**config.mk**
```make
export PLATFORM = sky130hd
export DESIGN_NAME = plint_ctrl
export DESIGN_NICKNAME = d
export VERILOG_FILES = /design/src/hdl/plint_pkg.sv /design/src/hdl/plint_ctrl.sv
export SDC_FILE = /design/constraint.sdc
export NUM_CORES = 1
export LEC_CHECK = 0
export BUFFER_PORTS_ARGS = -buffer_cell sky130_fd_sc_hd__buf_2
export CELL_PAD_IN_SITES_DETAIL_PLACEMENT = 1
export CELL_PAD_IN_SITES_GLOBAL_PLACEMENT = 1
export CORE_MARGIN = 2
export CORE_UTILIZATION = 37
export CTS_CLUSTER_SIZE = 16
export DETAILED_ROUTE_END_ITERATION = 7
export GPL_TIMING_DRIVEN = 0
export MAX_ROUTING_LAYER = met4
export PLACE_DENSITY = 0.81
export SYNTH_ARGS = -nofsm -noshare
export SYNTH_HDL_FRONTEND = slang
export SYNTH_SLANG_ARGS = --single-unit
```
**constraint.sdc**
```tcl
create_clock -name clock -period 1.5 [get_ports clock]
set_input_delay 0.075 -clock clock [delete_from_list [all_inputs] [get_ports clock]]
set_output_delay 0.075 -clock clock [all_outputs]
set_load 0.05 [all_outputs]
```
**src/hdl/plint_pkg.sv**
```systemverilog
package plint_pkg;

   localparam int ValueWidth = 32;
   localparam int CountWidth = $clog2(3 * ValueWidth);
   localparam logic [CountWidth-1:0] DivLast = CountWidth'(3 * ValueWidth - 1);

   typedef enum logic [2:0] {
      STATUS_VALUE    = 3'd0,
      STATUS_NULL     = 3'd1,
      STATUS_BELOW    = 3'd2,
      STATUS_ABOVE    = 3'd3,
      STATUS_NOT_INCR = 3'd4,
      STATUS_FEW      = 3'd5,
      STATUS_Y_SHORT  = 3'd6,
      STATUS_NONE     = 3'd7
   } plint_status_type;

   typedef enum logic [2:0] {
      ST_IDLE,
      ST_MUL,
      ST_LOAD,
      ST_DIV,
      ST_DONE
   } plint_state_type;

   // controller -> datapath
   typedef struct packed {
      logic accept;
      logic mul_load;
      logic div_init;
      logic div_step;
      logic out_status;
      logic out_value;
   } plint_cmd_type;

   // datapath -> controller
   typedef struct packed {
      logic emit;
      logic interp;
   } plint_sts_type;

endpackage

```
**src/hdl/plint_ctrl.sv**
```systemverilog
module plint_ctrl
   import plint_pkg::*;
(
   input  logic          clock,
   input  logic          reset,
   input  logic          req_valid,
   output logic          req_ready,
   output logic          rsp_valid,
   input  logic          rsp_ready,
   input  plint_sts_type sts,
   output plint_cmd_type cmd
);

   plint_state_type state_ff, state_in;
   logic [CountWidth-1:0] count_ff, count_in;
   logic rsp_valid_ff, rsp_valid_in;

   // next state
   always_comb begin
      state_in = state_ff;
      unique case (state_ff)
         ST_IDLE: begin
            if (cmd.accept && sts.interp) state_in = ST_MUL;
         end
         ST_MUL:  state_in = ST_LOAD;
         ST_LOAD: state_in = ST_DIV;
         ST_DIV: begin
            if (count_ff == DivLast) state_in = ST_DONE;
         end
         ST_DONE: state_in = ST_IDLE;
         default: state_in = ST_IDLE;
      endcase
   end

   // outputs
   always_comb begin
      cmd       = '0;
      req_ready = 1'b0;
      unique case (state_ff)
         ST_IDLE: begin
            req_ready      = !rsp_valid_ff || rsp_ready;
            cmd.accept     = req_valid && req_ready;
            cmd.out_status = cmd.accept && sts.emit && !sts.interp;
         end
         ST_MUL:  cmd.mul_load  = 1'b1;
         ST_LOAD: cmd.div_init  = 1'b1;
         ST_DIV:  cmd.div_step  = 1'b1;
         ST_DONE: cmd.out_value = 1'b1;
         default: cmd = '0;
      endcase
   end

   always_comb begin
      count_in = count_ff;
      if (cmd.div_init) count_in = '0;
      else if (cmd.div_step) count_in = count_ff + 1'b1;
   end

   always_comb begin
      rsp_valid_in = rsp_valid_ff;
      if (cmd.out_status || cmd.out_value) rsp_valid_in = 1'b1;
      else if (rsp_ready) rsp_valid_in = 1'b0;
   end

   always_ff @(posedge clock) begin
      if (reset) begin
         state_ff     <= ST_IDLE;
         count_ff     <= '0;
         rsp_valid_ff <= 1'b0;
      end else begin
         state_ff     <= state_in;
         count_ff     <= count_in;
         rsp_valid_ff <= rsp_valid_in;
      end
   end

   assign rsp_valid = rsp_valid_ff;

endmodule

```
==> summary.md, run 1 <==
| Metric | Value |
|---|---|
| Status | `finished with violations` |
| Failing checks | `negative setup slack` |
| Syn Nets | `73` |
| First-pass GRT wire length | `2.57 mm` |
| Clk_lat worst skew | `270 ps` |
| Slew HR | `84.3%` |
| Met2 WL | `876 um` |
| Hold Path Class | `input port to register` |
| GP Congestion | `0.774` |
| Port Buffer Count | `13` |
| Core Rows | `14` |
| Synth Area in XOR/XNOR | `2.92%` |
| Avg Inst Size Synth | `9.10 sq um` |
| DR WL/cell | `15.2 um` |
| Worst Hold Slack | `32.3 ps` |
| H-tree Lvls | `1` |
| Least-Margin Pin Slew | `233 ps` |
| 1st-pass router iterations | `4` |
| LEAKAGE | `0.000407 uW` |
| Crit. End Element | `output port` |
| Via density per instance | `5.61` |
| Synth Area in Simple Gates | `36.0%` |
| Largest fanout on the critical path | `4` |
| Power Density | `964 nW/um^2` |
| Dominant cells by area after synthesis | `dfxtp_1, nand4b_4, or3_1, o21ai_0, buf_6` |
| Final Instance Area | `801 sq um` |
| Layout cell share with drive strength beyond 1 | `44.3%` |
| Compound-Gate Fraction of Synth Area | `12.9%` |
| Final nets | `96` |
| P&R area growth vs syn | `33.3%` |
| Core ar. | `1510 sq um` |
| Post-synthesis cell count | `66` |
| Layout fillers | `190` |
| Initial core utilization | `39.9%` |
| Post-synth top area cell | `dfxtp_1` |
| Clk root buf | `clkbuf_4` |
| CTS tree | `done` |
| Highest-count cells in the layout ignoring fill and taps | `buf_2, buf_4, dfxtp_1, nor2_1, o21ai_0` |
| Area of the multi-input gates | `364 sq um` |
| Antenna Cells | `0` |
| # setup viols final | `1` |
| Post-cts hold buffer count | `0` |
| CP cell instances | `buf_6, nor3_4, and3_4, and3b_2, buf_8` |
| Register Area | `226 sq um` |
| Final worst setup slack | `-14.4 ps` |
| CP Launch Type | `register` |
| ANT nets after route | `0` |
| Sequential fraction of the synthesis area | `36.7%` |
| Data arrival, critical path | `1440 ps` |
| Starting DRT DRC Count | `6` |
| Die ar. | `1960 sq um` |
| WL met1 | `595 um` |
| Critical path class | `register to output port` |
| Most common cell after layout, fill and taps aside | `buf_2` |
| Netlist cell types | `28` |
| Global route overflow | `0` |
| Final Skew | `2.90 ps` |
| Top Metal Used | `met4` |
| Largest net degree at the start of global routing | `12` |
| Final core occ | `53.2%` |
| Adder-Cell Fraction of Synth Area | `2.08%` |
| DP Area | `699 sq um` |
| WL met3 | `70 um` |
| Routed WL | `1.58 mm` |
| Slowest library cell on the worst path | `dfxtp_1` |
| Total CTS buffers | `3` |
| Final period utilization | `101%` |
| Die span in x | `44.3 um` |
| Highest clock rate | `660 MHz` |
| DP HPWL | `1.19 mm` |
| Synth warn | `0` |
| Initial antenna violation count | `0` |
| RSZ-0062 raised after global routing | `yes` |
| IO Pins | `14` |
| Die Span Y | `44.3 um` |
| Largest family of logic cells by synthesized area | `simple AND/OR/NAND/NOR gates` |
| Maximum capacitance violations | `0` |
| # clock sinks | `11` |
| Vias | `583` |
| DRC | `0` |
| Crit path largest cell delay | `310 ps` |
| Maximum vdd drop | `0.000426 V` |
| CTS clk-pin slew, worst paths | `70 ps` |
| Clock Tree Buf Depth | `2` |
| Vias in the first global route | `607` |
| Register bit count reported by yosys | `11` |
| Mux cell area share after synthesis | `1.67%` |
| Minimum clock period | `1510 ps` |
| Area share of the largest cell type after synthesis | `36.7%` |
| Final Hold Fails | `0` |
| Slew Limit Fails | `0` |
| Post-Syn Area | `601 sq um` |
| Gr usage total | `19.6%` |
| Crit path required time | `1420 ps` |
worst paths after layout:
check | slack [ps] | depth (start not counted) | to | from
worst min-delay path | 30 | 2 | rsp_valid | reset
worst min register to register | 520 | 2 | count_ff[6] | count_ff[6]
worst max register to register | 90 | 4 | count_ff[6] | count_ff[0]
worst max-delay path | -10 | 5 | cmd[1] | state_ff[2]
report_power, final:
part | internal [uW] | switching [uW]
logic | 90.5 | 147
clock network | 103 | 107
registers | 305 | 19.3
cell families after synthesis:
family | count (synthesis)
buffers and inverters | 6
flip-flops | 11
AO/OA/AOI/OAI | 14
AND/OR/NAND/NOR | 31
XOR/XNOR | 2
adder cells (fa/ha/maj) | 1
multiplexers | 1
what timing repair did:
action	4_1_cts	5_1_grt
pin swaps	3	0
resized for setup	11	3
endpoints found under the setup margin	4	4
gates cloned	0	0
setup buffers	4	2
registers in the layout, indices dropped and copies added (netlist names):
name / cells
count_ff: 7
state_ff: 3
rsp_valid: 1
critical path, delay by kind of cell (launching register included):
family / cells / cell delay [ps]
and+or+nand+nor: 3 / 600
buffers and inverters: 2 / 260
DFF: 1 / 310
routing by layer:
layer	vias to the layer above	GRT usage, %
met5	-	-
met4	0	13.9
met3	6	3.67
met2	16	35.9
met1	280	17.8
li1	281	-
synthesized netlist by cell type:
| cell | n |
|---|---|
| mux2i_1 | 1 |
| a21oi_1 | 4 |
| nor2_1 | 6 |
| nand4b_1 | 1 |
| a21oi_2 | 1 |
| ha_1 | 1 |
| nand2b_1 | 1 |
| or2_2 | 1 |
| xor2_1 | 2 |
| and3_1 | 1 |
| and3b_1 | 2 |
| buf_6 | 2 |
| nand2_1 | 3 |
| o21ai_0 | 6 |
| nor3b_1 | 2 |
| a31oi_1 | 2 |
| buf_2 | 1 |
| and2_1 | 2 |
| or3_1 | 5 |
| inv_1 | 1 |
| nand4b_4 | 2 |
| nor4_1 | 1 |
| nor3_1 | 1 |
| nand3b_1 | 1 |
| buf_4 | 2 |
| nand4_1 | 2 |
| o22ai_1 | 1 |
| dfxtp_1 | 11 |
layout make-up:
cell class / instances / share of cell area [%]
repair buffers: 19 / 15.6
flip-flops and latches: 11 / 28.3
clock buffers: 4 / 3.28
inverters: 1 / 0.469
plain buffers: 4 / 4.38
multi-input cells: 49 / 45.5
well taps: 16 / 2.50
stage by stage:
| step | setup TNS [ps] | total power (uW) | instances | setup WS [ps] |
|---|---|---|---|---|
| floorplan | -974 | 485 | 66 | -141 |
| global placement | 0 | 527 | 95 | 154 |
| detailed placement | 0 | 535 | 95 | 66.5 |
| CTS | -12.3 | 771 | 102 | -12.3 |
| global route | -74.1 | 808 | 104 | -74.1 |
| finish | -14.4 | 772 | 104 | -14.4 |
Note: power is estimated with default switching activity, not from simulation.
==> run 2, diff against run 1 <==
--- a/config.mk
+++ b/config.mk
@@ -5,16 +5,18 @@
 export SDC_FILE = /design/constraint.sdc
 export NUM_CORES = 1
 export LEC_CHECK = 0
+export ABC_AREA = 1
 export BUFFER_PORTS_ARGS = -buffer_cell sky130_fd_sc_hd__buf_2
 export CELL_PAD_IN_SITES_DETAIL_PLACEMENT = 1
 export CELL_PAD_IN_SITES_GLOBAL_PLACEMENT = 1
 export CORE_MARGIN = 2
-export CORE_UTILIZATION = 37
+export CORE_UTILIZATION = 36
 export CTS_CLUSTER_SIZE = 16
 export DETAILED_ROUTE_END_ITERATION = 7
 export GPL_TIMING_DRIVEN = 0
 export MAX_ROUTING_LAYER = met4
-export PLACE_DENSITY = 0.81
+export PLACE_DENSITY = 0.82
+export RECOVER_POWER = 100
 export SYNTH_ARGS = -nofsm -noshare
 export SYNTH_HDL_FRONTEND = slang
 export SYNTH_SLANG_ARGS = --single-unit
==> constraint.sdc (replaced) <==
create_clock -name clock -period 1.5 [get_ports clock]
set_input_delay 0.075 -clock clock [delete_from_list [all_inputs] [get_ports clock]]
set_output_delay 0.075 -clock clock [all_outputs]
set_load 0.1 [all_outputs]
==> run 2 against run 1 <==
Net effect:
- synthesized area shrank 1.7%
- sequential share of layout area grew 2.0 points
- synthesized cell count grew 15%
- the flow now finishes without violations
- global-route usage shrank 4.0 points
- clock-buffer cell count is the same
- clock skew grew 1.3 ps
- critical path type unchanged
==> summary.md, run 2 <==
| Metric | Value |
|---|---|
| Die Span Y | `44.5 um` |
| Via density per instance | `4.79` |
| ANT nets after route | `0` |
| Antenna Cells | `0` |
| LEAKAGE | `0.000341 uW` |
| Critical path class | `register to output port` |
| DR WL/cell | `11.2 um` |
| DRC | `0` |
| Sequential fraction of the synthesis area | `37.3%` |
| Register bit count reported by yosys | `11` |
| Final Hold Fails | `0` |
| Largest reg by FF count | `count_ff` |
| Post-synthesis cell count | `76` |
| Vias | `527` |
| Final period utilization | `94.4%` |
| # setup viols final | `0` |
| Least-Margin Pin Slew | `538 ps` |
| Crit path required time | `1420 ps` |
| Commonest cells in the netlist | `inv_1, nand2_1, dfxtp_1` |
| Maximum capacitance violations | `0` |
| RSZ-0062 raised after global routing | `no` |
| Slew HR | `64.3%` |
| Status | `finished clean` |
| Post-Syn Area | `591 sq um` |
| Syn Nets | `83` |
| WHS Path Cells | `3` |
| Setup TNS | `0 ps` |
| Area share of the largest cell type after synthesis | `37.3%` |
| Post-synth top area cell | `dfxtp_1` |
| Routed WL | `1.23 mm` |
| Area of the multi-input gates | `313 sq um` |
| Clock Tree Buf Depth | `2` |
| Pwr Total | `931 uW` |
| First-pass GRT wire length | `2.13 mm` |
| Maximum vdd drop | `0.000621 V` |
| Initial antenna violation count | `0` |
| IO Pins | `14` |
| Post-synth ARST share | `0%` |
| Non-filler cells, final | `110` |
| DP HPWL | `954 um` |
| Max reg flops | `7` |
| Total CTS buffers | `3` |
| Starting DRT DRC Count | `2` |
| Global route overflow | `0` |
| # clock sinks | `11` |
| Gr usage total | `15.6%` |
| Vias in the first global route | `529` |
| Minimum clock period | `1420 ps` |
| GP Congestion | `0.642` |
| CP Launch Type | `register` |
| Die span in x | `44.5 um` |
| Netlist cell types | `21` |
| Initial core utilization | `38.8%` |
| Layout cell share with drive strength beyond 1 | `37.2%` |
| 1st-pass router iterations | `2` |
| Layout fillers | `196` |
| H-tree Lvls | `1` |
| Final nets | `102` |
| Highest clock rate | `706 MHz` |
| P&R area growth vs syn | `28.0%` |
| Final Instance Area | `756 sq um` |
| Power Density | `1230 nW/um^2` |
| DP Area | `712 sq um` |
| Largest fanout on the critical path | `3` |
| Largest net degree at the start of global routing | `8` |
| Core ar. | `1520 sq um` |
| Slew Limit Fails | `0` |
| Clk_lat worst skew | `260 ps` |
| Port Buffer Count | `13` |
| Register Area | `229 sq um` |
| Most common cell after layout, fill and taps aside | `nand2_1` |
| Highest-count cells in the layout ignoring fill and taps | `nand2_1, inv_1, dfxtp_1, buf_2` |
| Clk root buf | `clkbuf_4` |
| Top FF cell, synth | `dfxtp_1` |
| Hold Path Class | `input port to register` |
| Dominant cells by area after synthesis | `dfxtp_1, inv_1, nand2_1, a21oi_1, nand3_1` |
| EDFF count, synth | `0` |
| Final Skew | `4.21 ps` |
| CTS clk-pin slew, worst paths | `70 ps` |
| Reg2reg path depth | `5` |
| Avg Inst Size Synth | `7.77 sq um` |
| Cells after DPL | `105` |
| CTS tree | `done` |
| Data arrival, critical path | `1340 ps` |
| Die ar. | `1980 sq um` |
| Core Rows | `14` |
| Crit. End Element | `output port` |
| Synth warn | `0` |
## run 2: layout make-up
class / instances / share of cell area (%)
tap: 16 / 2.65
inverter: 14 / 7.45
sequential: 11 / 30.3
timing repair buffer: 14 / 13.7
clock buffer: 4 / 3.48
multi-input combinational: 50 / 41.4
buffer: 1 / 0.993
## run 2: worst paths after layout
check                    from           to  slack [ps]
setup / recovery  state_ff[2]       cmd[0]          80
hold / removal         sts[1]    rsp_valid         100
setup reg to reg  count_ff[0]  state_ff[2]         260
hold reg to reg   count_ff[1]  count_ff[1]         490
## run 2: through the flow
stage / worst slack, ps / utilization, % / hold slack, ps
finish: 84.3 / 49.6 / 102
global route: 7.74 / 49.6 / 99.5
CTS: -25.5 / 50.7 / 92.9
detailed placement: 73.9 / 46.7 / 265
global placement: 95.0 / 46.7 / 266
floorplan: -266 / - / 134
## run 2: routing by layer
layer / part of all wire, % / global-route usage (%)
met1: 40 / 16.9
met2: 54 / 26.7
met3: 5.3 / 3.67
met4: 0.98 / 7.27
met5: 0 / -
## run 2: timing repair
item                                   4_1_cts  5_1_grt
hold buffers                                 1        0
pin swaps                                    0        1
gates resized for setup                      9        5
setup endpoints to repair                    5        3
endpoints found under the hold margin        2        0
setup buffers                                0        0
## run 2: cells by family (layout without fill, tap and decap cells)
kind of cell | after synthesis | after routing | share of synthesized area (%)
simple gates | 39 | 39 | 39.4
buf+inv | 15 | 33 | 10.2
flops | 11 | 11 | 37.3
compound gates | 8 | 8 | 8.05
xor+xnor | 2 | 2 | 2.97
fa+ha+maj | 1 | 1 | 2.12
## run 2: power by group
part	switching, uW	leakage, uW	internal [uW]
combinational	316	0.000235	85.5
clock	91.0	0.0000150	103
sequential	26.3	0.0000908	310
total	433	0.000341	498
## run 2: critical path, cell delays in order (launching register included)
cell	delay, ps
dfxtp_1	400
inv_2	100
nor3_4	130
buf_2	450
==> run 3, diff against run 2 <==
--- a/config.mk
+++ b/config.mk
@@ -15,7 +15,7 @@
 export DETAILED_ROUTE_END_ITERATION = 7
 export GPL_TIMING_DRIVEN = 0
 export MAX_ROUTING_LAYER = met4
-export PLACE_DENSITY = 0.82
+export PLACE_DENSITY_LB_ADDON = 0.2
 export RECOVER_POWER = 100
 export SYNTH_ARGS = -nofsm -noshare
 export SYNTH_HDL_FRONTEND = slang
==> run 3 against run 2 <==
Net effect:
- sequential share of layout area decreased by 0.23 points
- power increased by 1.0%
- maximum frequency decreased by 0.23%
- global-route usage decreased by 0.073 points
- highest routed layer unchanged
- critical endpoint is now cmd[1]
- sequential power about the same
- worst hold slack got worse by 9.2 ps
- largest cell class unchanged
- via count increased by 3.6%
==> summary.md, run 3 (same netlist as run 2, synthesis figures left out) <==
| Metric | Value |
|---|---|
| Reg2reg path depth | `4` |
| Final nets | `102` |
| Layout cell share with drive strength beyond 1 | `37.2%` |
| Sequential power share | `35.7%` |
| Die ar. | `1980 sq um` |
| # setup viols final | `0` |
| Final worst setup slack | `81.0 ps` |
| CTS tree | `done` |
| # clock sinks | `11` |
| Met3 Use GR | `3.67%` |
| Hold Path Class | `input port to register` |
| Initial core utilization | `38.8%` |
| Reg2Reg Setup Slack | `240 ps` |
| CTS clk-pin slew, worst paths | `70 ps` |
| Via density per instance | `4.96` |
| Data arrival, critical path | `1340 ps` |
| Highest clock rate | `705 MHz` |
| Pre-CTS setup slack | `65.5 ps` |
| Core ar. | `1520 sq um` |
| Routed WL | `1.28 mm` |
| Critical path class | `register to output port` |
| Crit. End Element | `output port` |
| Non-filler cells, final | `110` |
| Area of the multi-input gates | `313 sq um` |
| Starting DRT DRC Count | `5` |
| Clk_lat worst skew | `270 ps` |
| Slew Limit Fails | `0` |
| Int Power | `496 uW` |
| DRC | `0` |
| Register Area | `226 sq um` |
| Antenna Cells | `0` |
| Switching Power | `444 uW` |
| Slew HR | `64.1%` |
| Crit path required time | `1420 ps` |
| Setup bufs post-CTS | `0` |
| Most Used Layer, Global Route | `met2` |
| CP Launch Type | `register` |
| Power Density | `1250 nW/um^2` |
| Layout fillers | `196` |
| Final Skew | `1.72 ps` |
| Clock Power Share | `21.7%` |
| Clock Tree Buf Depth | `2` |
| Highest-count cells in the layout ignoring fill and taps | `nand2_1, inv_1, dfxtp_1, buf_2, nor2_1` |
| Largest net degree at the start of global routing | `8` |
| Clk root buf | `clkbuf_4` |
| Max reg flops | `7` |
| Port Buffer Count | `13` |
| H-tree Lvls | `1` |
| Sw frac | `47.2%` |
| Met2 Use GR | `22.3%` |
| Final period utilization | `94.6%` |
| Combinational share of power | `42.6%` |
| Vias in the first global route | `495` |
| LEAKAGE | `0.000341 uW` |
| Global route overflow | `0` |
| DR WL/cell | `11.6 um` |
| First-pass GRT wire length | `2.05 mm` |
| Largest fanout on the critical path | `4` |
| Initial antenna violation count | `0` |
| Minimum clock period | `1420 ps` |
| P&R area growth vs syn | `27.5%` |
| Maximum vdd drop | `0.000680 V` |
| Total CTS buffers | `3` |
| WHS Path Cells | `3` |
| Gr usage total | `15.6%` |
| Die Span Y | `44.5 um` |
| ANT nets after route | `0` |
| DP HPWL | `981 um` |
| Core Rows | `14` |
| Largest reg by FF count | `count_ff` |
| Die span in x | `44.5 um` |
| Cells after DPL | `105` |
| Met1 usage | `17.4%` |
| Status | `finished clean` |
| IO Pins | `14` |
| Vias | `546` |
| Final Hold Fails | `0` |
| Worst Hold Slack | `92.7 ps` |
| Least-Margin Pin Slew | `541 ps` |
| 1st-pass router iterations | `4` |
| GP Congestion | `0.755` |
| Maximum capacitance violations | `0` |
| Most common cell after layout, fill and taps aside | `nand2_1` |
==> run 3: critical path: stages, from the launching register on <==
cell	delay [ps]
dfxtp_2	370
nor2_4	120
nand2_2	100
nor2_4	110
nand3_2	110
clkinvlp_4	100
buf_12	160
==> run 3: final cells by class <==
type                    count  area share (%)
flip-flops and latches     11            30.1
inverters                  14            7.48
well taps                  16            2.66
clock buffers               4            3.49
plain buffers               1           0.997
multi-input cells          50            41.5
repair buffers             14            13.8
==> run 3: metal layers <==
metal | share of wire, % | vias to the layer above
met1 | 42 | 244
met4 | 4.0 | 0
met5 | 0 | -
met3 | 4.9 | 5
met2 | 49 | 15
li1 | - | 282
==> run 3: what timing repair did <==
action	4_1_cts	5_1_grt
gates resized for setup	7	6
pin swaps	0	0
hold endpoints to repair	2	0
hold buffers	1	0
endpoints found under the setup margin	5	5
==> run 3: path summary, 6_finish.rpt <==
path | from | end
setup / recovery | state_ff[0] | cmd[1]
hold / removal | sts[1] | rsp_valid
setup reg to reg | count_ff[0] | state_ff[1]
hold reg to reg | count_ff[6] | count_ff[6]
==> run 3: power by group through the flow <==
stage | sequential (uW) | clock [uW] | combinational [uW]
2_1_floorplan | 347 | 0 | 318
3_3_place_gp | 337 | 0 | 380
3_5_place_dp | 338 | 0 | 384
4_1_cts | 332 | 218 | 397
5_1_grt | 339 | 224 | 420
6_report | 335 | 204 | 401
==> run 3: per-stage QoR <==
stage	total power, uW	setup TNS (ps)	instance area (sq um)	utilization (%)
global placement	717	0	712	46.7
finish	940	0	753	49.4
detailed placement	722	0	712	46.7
CTS	947	0	768	50.4
floorplan	665	-291	627	-
global route	984	-3.51	753	49.4
